<file path="src/rtl/vp8dir_pkg.sv">
// Package for the VP8 descriptor id rewriter: transfer types and descriptor constants.
`timescale 1ns / 1ps

package vp8dir_pkg;

  // Shortest payload that is rewritten
  localparam logic [15:0] HdrBytes = 16'd6;

  // Bit positions inside the descriptor octets
  localparam int unsigned XBit = 7;  // byte 0: extension present
  localparam int unsigned IBit = 7;  // extension octet: picture id present
  localparam int unsigned LBit = 6;  // extension octet: TL0PICIDX present
  localparam int unsigned MBit = 7;  // picture id octet: 15-bit form

  // Mask of the 15-bit picture id
  localparam logic [15:0] PicId15Mask = 16'h7FFF;

  // One input transfer
  typedef struct packed {
    logic        switched;
    logic [15:0] packet_length;
    logic [7:0]  header_byte_0;
    logic [7:0]  header_byte_1;
    logic [7:0]  header_byte_2;
    logic [7:0]  header_byte_3;
    logic [7:0]  header_byte_4;
    logic [7:0]  header_byte_5;
  } in_item_t;

  // One result transfer
  typedef struct packed {
    logic [7:0]  out_byte_0;
    logic [7:0]  out_byte_1;
    logic [7:0]  out_byte_2;
    logic [7:0]  out_byte_3;
    logic [7:0]  out_byte_4;
    logic [7:0]  out_byte_5;
    logic        applied;
    logic [15:0] new_picture_id;
    logic [7:0]  new_tl0_index;
  } out_item_t;

endpackage

</file>
<file path="src/rtl/vp8_descriptor_id_rewriter_unit.sv">
// Top level of the VP8 descriptor id rewriter: input register, rewrite logic, result register.
// Registers: the input register, then the result register.
// Throughput: one packet header per cycle while the output is not stalled; the rewrite
// and both id updates sit in one combinational step between the input and result registers.
// Reset: rst_ni low clears both valid flags and all six id counters to zero.
`timescale 1ns / 1ps

module vp8_descriptor_id_rewriter_unit
  import vp8dir_pkg::*;
(
  input  logic      clk_i,
  input  logic      rst_ni,
  input  logic      in_valid_i,
  output logic      in_stall_o,
  input  in_item_t  in_data_i,
  output logic      out_valid_o,
  input  logic      out_stall_i,
  output out_item_t out_data_o
);

  // Pipeline registers
  logic      s1_valid_q, s1_valid_d;
  in_item_t  s1_data_q;
  logic      out_valid_q, out_valid_d;
  out_item_t out_data_q, out_data_d;

  // Id state
  logic [15:0] last_pic_q, base_in_pic_q, base_prev_pic_q;
  logic [15:0] last_pic_d, base_in_pic_d, base_prev_pic_d;
  logic [7:0]  last_tl_q, base_in_tl_q, base_prev_tl_q;
  logic [7:0]  last_tl_d, base_in_tl_d, base_prev_tl_d;

  // Handshake
  logic out_adv, s1_adv, in_xfer;

  assign out_adv    = !out_valid_q || !out_stall_i;
  assign s1_adv     = s1_valid_q && out_adv;
  assign in_stall_o = s1_valid_q && !out_adv;
  assign in_xfer    = in_valid_i && !in_stall_o;

  // Descriptor decode
  logic        long_enough, has_x, has_i, has_m, has_l;
  logic [15:0] picid;
  logic [7:0]  tl0;
  logic [2:0]  tl_pos;
  logic [7:0]  b [6];

  // Rewrite of the registered header
  always_comb begin
    b[0] = s1_data_q.header_byte_0;
    b[1] = s1_data_q.header_byte_1;
    b[2] = s1_data_q.header_byte_2;
    b[3] = s1_data_q.header_byte_3;
    b[4] = s1_data_q.header_byte_4;
    b[5] = s1_data_q.header_byte_5;

    long_enough = s1_data_q.packet_length >= HdrBytes;
    has_x = b[0][XBit];
    has_i = has_x && b[1][IBit];
    has_l = has_x && b[1][LBit];
    has_m = has_i && b[2][MBit];

    // Picture id follows the extension octet
    if (has_m) begin
      picid = {b[2], b[3]} & PicId15Mask;
    end else if (has_i) begin
      picid = {9'd0, b[2][6:0]};
    end else begin
      picid = 16'd0;
    end

    // TL0PICIDX follows the picture id, if any
    if (has_m) begin
      tl_pos = 3'd4;
    end else if (has_i) begin
      tl_pos = 3'd3;
    end else begin
      tl_pos = 3'd2;
    end
    tl0 = has_l ? b[tl_pos] : 8'd0;

    // Rebase on a stream switch
    base_prev_pic_d = base_prev_pic_q;
    base_in_pic_d   = base_in_pic_q;
    base_prev_tl_d  = base_prev_tl_q;
    base_in_tl_d    = base_in_tl_q;
    if (s1_data_q.switched) begin
      base_prev_pic_d = last_pic_q;
      base_in_pic_d   = picid;
      base_prev_tl_d  = last_tl_q;
      base_in_tl_d    = tl0;
    end

    // Continuous numbering, wrapping at the field width
    last_pic_d = long_enough ? picid - base_in_pic_d + base_prev_pic_d + 16'd1 : last_pic_q;
    last_tl_d  = long_enough ? tl0 - base_in_tl_d + base_prev_tl_d + 8'd1 : last_tl_q;

    // Write the new values back
    if (long_enough) begin
      if (has_m) begin
        b[2] = {1'b1, last_pic_d[14:8]};
        b[3] = last_pic_d[7:0];
      end else if (has_i) begin
        b[2] = {1'b0, last_pic_d[6:0]};
      end
      if (has_l) begin
        b[tl_pos] = last_tl_d;
      end
    end

    out_data_d.out_byte_0     = b[0];
    out_data_d.out_byte_1     = b[1];
    out_data_d.out_byte_2     = b[2];
    out_data_d.out_byte_3     = b[3];
    out_data_d.out_byte_4     = b[4];
    out_data_d.out_byte_5     = b[5];
    out_data_d.applied        = long_enough;
    out_data_d.new_picture_id = long_enough ? last_pic_d : 16'd0;
    out_data_d.new_tl0_index  = long_enough ? last_tl_d : 8'd0;
  end

  // Valid flags next values
  always_comb begin
    s1_valid_d  = in_xfer ? 1'b1 : (s1_adv ? 1'b0 : s1_valid_q);
    out_valid_d = s1_adv ? 1'b1 : (out_adv ? 1'b0 : out_valid_q);
  end

  // Control and id state
  always_ff @(posedge clk_i or negedge rst_ni) begin
    if (!rst_ni) begin
      s1_valid_q      <= 1'b0;
      out_valid_q     <= 1'b0;
      last_pic_q      <= 16'd0;
      base_in_pic_q   <= 16'd0;
      base_prev_pic_q <= 16'd0;
      last_tl_q       <= 8'd0;
      base_in_tl_q    <= 8'd0;
      base_prev_tl_q  <= 8'd0;
    end else begin
      s1_valid_q  <= s1_valid_d;
      out_valid_q <= out_valid_d;
      if (s1_adv && out_data_d.applied) begin
        last_pic_q      <= last_pic_d;
        base_in_pic_q   <= base_in_pic_d;
        base_prev_pic_q <= base_prev_pic_d;
        last_tl_q       <= last_tl_d;
        base_in_tl_q    <= base_in_tl_d;
        base_prev_tl_q  <= base_prev_tl_d;
      end
    end
  end

  // Payload registers
  always_ff @(posedge clk_i) begin
    if (in_xfer) begin
      s1_data_q <= in_data_i;
    end
    if (s1_adv) begin
      out_data_q <= out_data_d;
    end
  end

  assign out_valid_o = out_valid_q;
  assign out_data_o  = out_data_q;

`ifndef SYNTHESIS
  // Stall toward the source only while an item waits in the input register
  a_stall_needs_item: assert property (@(posedge clk_i) disable iff (!rst_ni)
    in_stall_o |-> s1_valid_q)
    else $error("input stalled with empty input register");

  // Short packets report zero ids
  a_short_zero_ids: assert property (@(posedge clk_i) disable iff (!rst_ni)
    (out_valid_q && !out_data_q.applied) |->
      (out_data_q.new_picture_id == 16'd0 && out_data_q.new_tl0_index == 8'd0))
    else $error("short packet carries nonzero ids");

  // A shown applied result is the latest state
  a_state_matches_out: assert property (@(posedge clk_i) disable iff (!rst_ni)
    (out_valid_q && out_data_q.applied) |->
      (last_pic_q == out_data_q.new_picture_id && last_tl_q == out_data_q.new_tl0_index))
    else $error("id state out of step with result register");

  // A result held under stall stays valid and the id state does not advance
  a_hold_under_stall: assert property (@(posedge clk_i) disable iff (!rst_ni)
    (out_valid_q && out_stall_i) |=> (out_valid_q && $stable(last_pic_q)))
    else $error("state advanced while result stalled");
`endif

endmodule
</file>
<file path="config.mk">
export PLATFORM = sky130hd
export DESIGN_NAME = vp8_descriptor_id_rewriter_unit
export DESIGN_NICKNAME = d
export VERILOG_FILES = /design/src/rtl/vp8dir_pkg.sv /design/src/rtl/vp8_descriptor_id_rewriter_unit.sv
export SDC_FILE = /design/constraint.sdc
export NUM_CORES = 1
export LEC_CHECK = 0
export BUFFER_PORTS_ARGS = -buffer_cell sky130_fd_sc_hd__buf_2
export CORE_ASPECT_RATIO = 1.75
export CORE_UTILIZATION = 30
export CTS_BUF_LIST = sky130_fd_sc_hd__clkbuf_4 sky130_fd_sc_hd__clkbuf_8
export CTS_CLUSTER_SIZE = 14
export DETAILED_ROUTE_END_ITERATION = 6
export SETUP_SLACK_MARGIN = 0.15
export SLEW_MARGIN = 20
export SYNTH_ARGS = -nofsm -noshare
export SYNTH_HDL_FRONTEND = slang
export SYNTH_SLANG_ARGS = --single-unit
</file>
<file path="constraint.sdc">
create_clock -name clk_i -period 7.6 [get_ports clk_i]
set_clock_uncertainty 0.15 [all_clocks]
set_input_delay 1.52 -clock clk_i [delete_from_list [all_inputs] [get_ports clk_i]]
set_output_delay 1.52 -clock clk_i [all_outputs]
set_load 0.02 [all_outputs]
</file>
After elaboration in Yosys (flattened, before gate mapping)
Index checks and enable logic that the tools add are counted.

operators by class
  $add $sub $neg = 6
  order comparisons = 3
  muxes and demuxes = 28
  bitwise operators = 1
  reduce and logical (&&, ||, !) cells = 15

operators by type and width
  cell                                                                count
  2-to-1 mux 48 bit                                                   2
  2-to-1 mux 8 bit                                                    12
  2-to-1 mux 16 bit                                                   4
  bitwise mux 48 bit                                                  1
  binary-select mux 8 bit (select 3 bit)                              1
  demux 8 bit (select 3 bit)                                          1
  adder 16 x 1 -> 16 bit, second input constant                       1
  adder 16 bit                                                        1
  greater-or-equal comparator 16 x 3 -> 1 bit, second input constant  1
  subtractor 16 bit                                                   1
  adder 8 x 1 -> 8 bit, second input constant                         1
  adder 8 bit                                                         1
  logical AND 1 bit                                                   8
  subtractor 8 bit                                                    1
  2-to-1 mux 7 bit                                                    1
  2-to-1 mux 1 bit                                                    5
  greater-or-equal comparator 4 bit, second input constant            1
  logical NOT 1 bit                                                   4
  < comparator 4 x 1 -> 1 bit, second input constant                  1
  NOT 3 -> 4 bit                                                      1
  nonzero test 2 bit                                                  2
  2-to-1 mux 3 bit                                                    1
  logical OR 1 bit                                                    1

storage, ports and cells
  register bits after elaboration = 212
  input bits = 69
  output and inout bits = 75
  logic and storage cells = 78

Longest topological paths before layout
  word-level depth = 16
  gate-level depth with buffers = 16
  depth with buffers taken out = 13

Worst setup path after synthesis
Ideal clock, no wire load.

  path type = input port to flip-flop
  start point = in out_stall_i
  end point = reg base_in_pic_q[1]
  setup time = 0.125 ns
  arrival time = 4.313 ns
  required time = 7.325 ns
  setup slack = 3.013 ns
  stages on the path = 6
  buffers on the path = 2
  cell sequence = nand2_1 -> and2_1 -> and2_1 -> buf_2 -> buf_2 -> mux2_2

between the ends
  longest elaborated chain between the ends = 4

RTL lines
  element               RTL line                                text
  from (decl)           vp8_descriptor_id_rewriter_unit.sv:17   input logic out_stall_i,
  logical NOT 1 bit     vp8_descriptor_id_rewriter_unit.sv:36   assign out_adv = !out_valid_q || !out_stall_i;
  logical OR 1 bit      vp8_descriptor_id_rewriter_unit.sv:36
  logical AND 1 bit     vp8_descriptor_id_rewriter_unit.sv:37   assign s1_adv = s1_valid_q && out_adv;
  logical AND 1 bit     vp8_descriptor_id_rewriter_unit.sv:142  if (s1_adv && out_data_d.applied) begin
  to (signal assigned)  vp8_descriptor_id_rewriter_unit.sv:144  base_in_pic_q <= base_in_pic_d;
  to (decl)             vp8_descriptor_id_rewriter_unit.sv:28   logic [15:0] last_pic_q, base_in_pic_q, base_prev_pic_q;

Every way passes these cells.
A chain may end at the register's enable or synchronous reset.

==> results.md <==
- Status: finished clean
- Initial antenna violation count: 5
- Hold Path Stages: 0
- Vias in the first global route: a little over 7000
- # H-tree levels: 1
- Routed Antenna Nets: 0
- Fraction of registers with async set/reset: 0.3507
- Final Hold Fails: 0
- Number of flops mapped to enable cells by yosys: 137
- Hold path start: s1_data_q[2]
- Gp weighted congestion: a little over 0.9
- Power Dens Cells: about 430 nW/um^2
- Top delay family on crit path: compound AO/OA/AOI/OAI gates
- R2R depth: 11
- Crit path to: out_data_o[53]
- Grt ovf: 0
- DIE AREA: 34890 um^2
- Pin count of the biggest net entering global routing: 75
- Synthesis-to-finish area growth: 18.52%
- DR WL/cell: 18.57 um
- Die height: approximately 250 um
- Max frequency: 0.2017 GHz
- CP Buf/Inv Count: 0
- CTS tree: yes
- Fillers: approximately 3400
- WP depth: 11
- Flops & latches, synth: around 210
- Share of layout cells above drive strength 1: 0.2628
- Post-synth top flop: edfxtp_1
- Min-Delay Path Class: flip-flop to flip-flop
- CP arrival: ~5.1 ns
- DR vias: 6909
- Reg2reg start: s1_data_q[39]
- Initial Utilization: 0.3044
- Slowest CP cell: edfxtp_1
- Area contributors post-synth: edfxtp_1 (40%), dfrtp_1 (18%), mux2_2 (4.5%)
- Critical path launch point type: flip-flop
- DRC: 0
- Normalized max-slew margin: 0.3912
- Nature of the critical path endpoint: flip-flop
- Core area: 33630 um^2
- Required time worst endpoint: 7.75 ns
- Final setup fails: 0
- Die width: 141.6 um
- Syn Nets: 947
- Post-DP Area: about 11000 um^2
- Ports: 144
- PortBufs: 142
- Final period utilization: 0.6523
- Clk sinks: 211
- Detailed Route Iter0 Violations: 365
- Critical Path Max Stage Delay: 0.78 ns
- VDD IR max: 0.1575 mV
- Cell count after synthesis: ~830
- Area leader, netlist: edfxtp_1
- Clock insertion delay at the later pin of the skew report: 0.60 ns
- Slew @ Worst Pin: 0.9067 ns
- Flop-to-flop setup slack: 2.64 ns
- CP Class: flip-flop to flip-flop
- Num rows: 89
- Maximum fanout along the worst path: 17
- GR Util All Layers: 0.1574
- Syn Std Cell Area: between 10000 and 15000 um^2
- Synth warn: 0
- Hold_buf cts: 0
- Final Cell Area: 12130 um^2
- Clk slew on worst S/H paths: 0.07 ns
- Post-CTS sizing: 0
- Post-route setup TNS: 0 ns
- DRT Pass-1 Iters: 5
- Crit path launch: s1_data_q[39]
- Worst-path cell chain: nand2_1, nor2_1, mux2i_1, fa_1, ha_1, a211oi_1, o21ai_0, a221o_1, a21oi_1, xor2_1, a31oi_1
- Yosys top cell area share: 0.4019
- Dpl hpwl: 19.59 mm
- Final Max Tran Viols: 0
- RSZ-0062 raised after global routing: no
- Nets@finish: 1081
- Via/cell ratio: 4.755
- Pleak: 0.004932 uW
- Root Driver: clkbuf_8
- CTS Buf Count: 31
- Seq/Total Area, Yosys: 0.5828
- First-pass GRT wire length: 41.07 mm
- Max Root-Sink Buffers: 3
- Fin util: 0.3607
- Max-cap violations: 0
- Avg Inst Size Synth: 12.27 um^2
- Post-synthesis cell type count: 70
- Drt total wl: 26.98 mm
- R2r endpoint: out_data_o[53]
- Final critical-path required period: 4.957 ns
- Postcts setup bufs: 0
## cell usage after synthesis (3+ instances only)
library cell,count
dfrtp_1,74
a211oi_1,6
a31oi_1,8
inv_1,35
o211ai_1,7
nand2b_1,8
xnor2_1,13
and2_1,16
o31ai_1,5
buf_6,3
mux2_2,41
nor2b_1,5
nor4_1,3
ha_1,22
o21ai_0,66
o22ai_1,5
edfxtp_1,137
o21ai_1,8
nand4_1,3
clkbuf_1,26
buf_2,13
a21o_1,4
a21oi_1,25
a22oi_1,3
buf_1,5
mux2i_1,46
nand3b_1,3
nor3_1,5
xor2_1,5
fa_1,22
nor2_1,49
and3_1,4
nand2_1,106
nand3_1,10
## per-layer routing
layer	wire length, um	track usage
met1	9432	0.1596
met2	14530	0.2934
met3	1303	0.02527
met4	1720	0.1037
met5	0	0
## power by group
part           switching (uW)  internal [uW]
combinational            1540            857
clock                     454            615
sequential                120           1590
total                    2120           3060
## cells in the final DEF, fill, tap and decap left out, types with 8 or more instances in the layout
master      n
o21ai_1     8
xnor2_1    13
mux2i_1    46
nor2_1     49
o21ai_0    66
buf_2     141
nand2_1   104
nand3_1    10
mux2_2     41
a21oi_1    25
and2_1     14
dfrtp_1    74
nand2b_1    8
ha_1       22
a31oi_1     8
clkbuf_8   31
inv_1      35
fa_1       22
edfxtp_1  137
## registers in the layout, indices dropped and copies added, names as in the netlist
signal / flops
base_prev_tl_q: 8
out_valid_o: 1
last_tl_q: 8
base_in_tl_q: 8
s1_valid_q: 1
out_data_o: 73
s1_data_q: 63
has_x: 1
base_in_pic_q: 16
base_prev_pic_q: 16
last_pic_q: 16
## stage by stage
step                      power, uW  instances  worst slack [ns]  hold WS (ns)
after floorplan                3346        834             3.013        0.2503
after global placement         4114       1389             2.761        0.2502
after detailed placement       4138       1389             2.723        0.2545
after CTS                      5240       1447             2.674        0.2698
after global routing           5513       1453             2.392        0.2731
final                          5179       1453             2.643        0.2688
## final cells by class
cell class,count,area [um^2],area share
Tap cell,455,569.3,0.04693
Inverter,36,135.1,0.01114
Clock inverter,22,260.3,0.02145
Timing Repair Buffer,150,805.8,0.06642
Antenna cell,5,12.51,0.001031
Multi-Input combinational cell,538,3919,0.3230
Sequential cell,211,5966,0.4918
Clock buffer,36,464.2,0.03826
## logic make-up (layout without fill, tap and decap cells)
logic type      Yosys count  after routing  synth area share
fa+ha+maj                44             44           0.06992
flops                   211            211            0.5828
xor+xnor                 19             19           0.01699
other cells               0              5                 0
compound gates          165            165            0.1040
mux                      88             88           0.09143
buf+inv                  85            244           0.03569
simple gates            222            222           0.09913
## worst min path at each step
| stage | to | slack, ns |
|---|---|---|
| final | out_data_o[27] | 0.27 |
| after global routing | out_data_o[69] | 0.27 |
| after CTS | out_data_o[27] | 0.27 |
| after detailed placement | out_data_o[27] | 0.25 |
| after floorplan | out_data_o[57] | 0.25 |
| after global placement | out_data_o[71] | 0.25 |
Note: power is estimated with default switching activity, not from simulation.
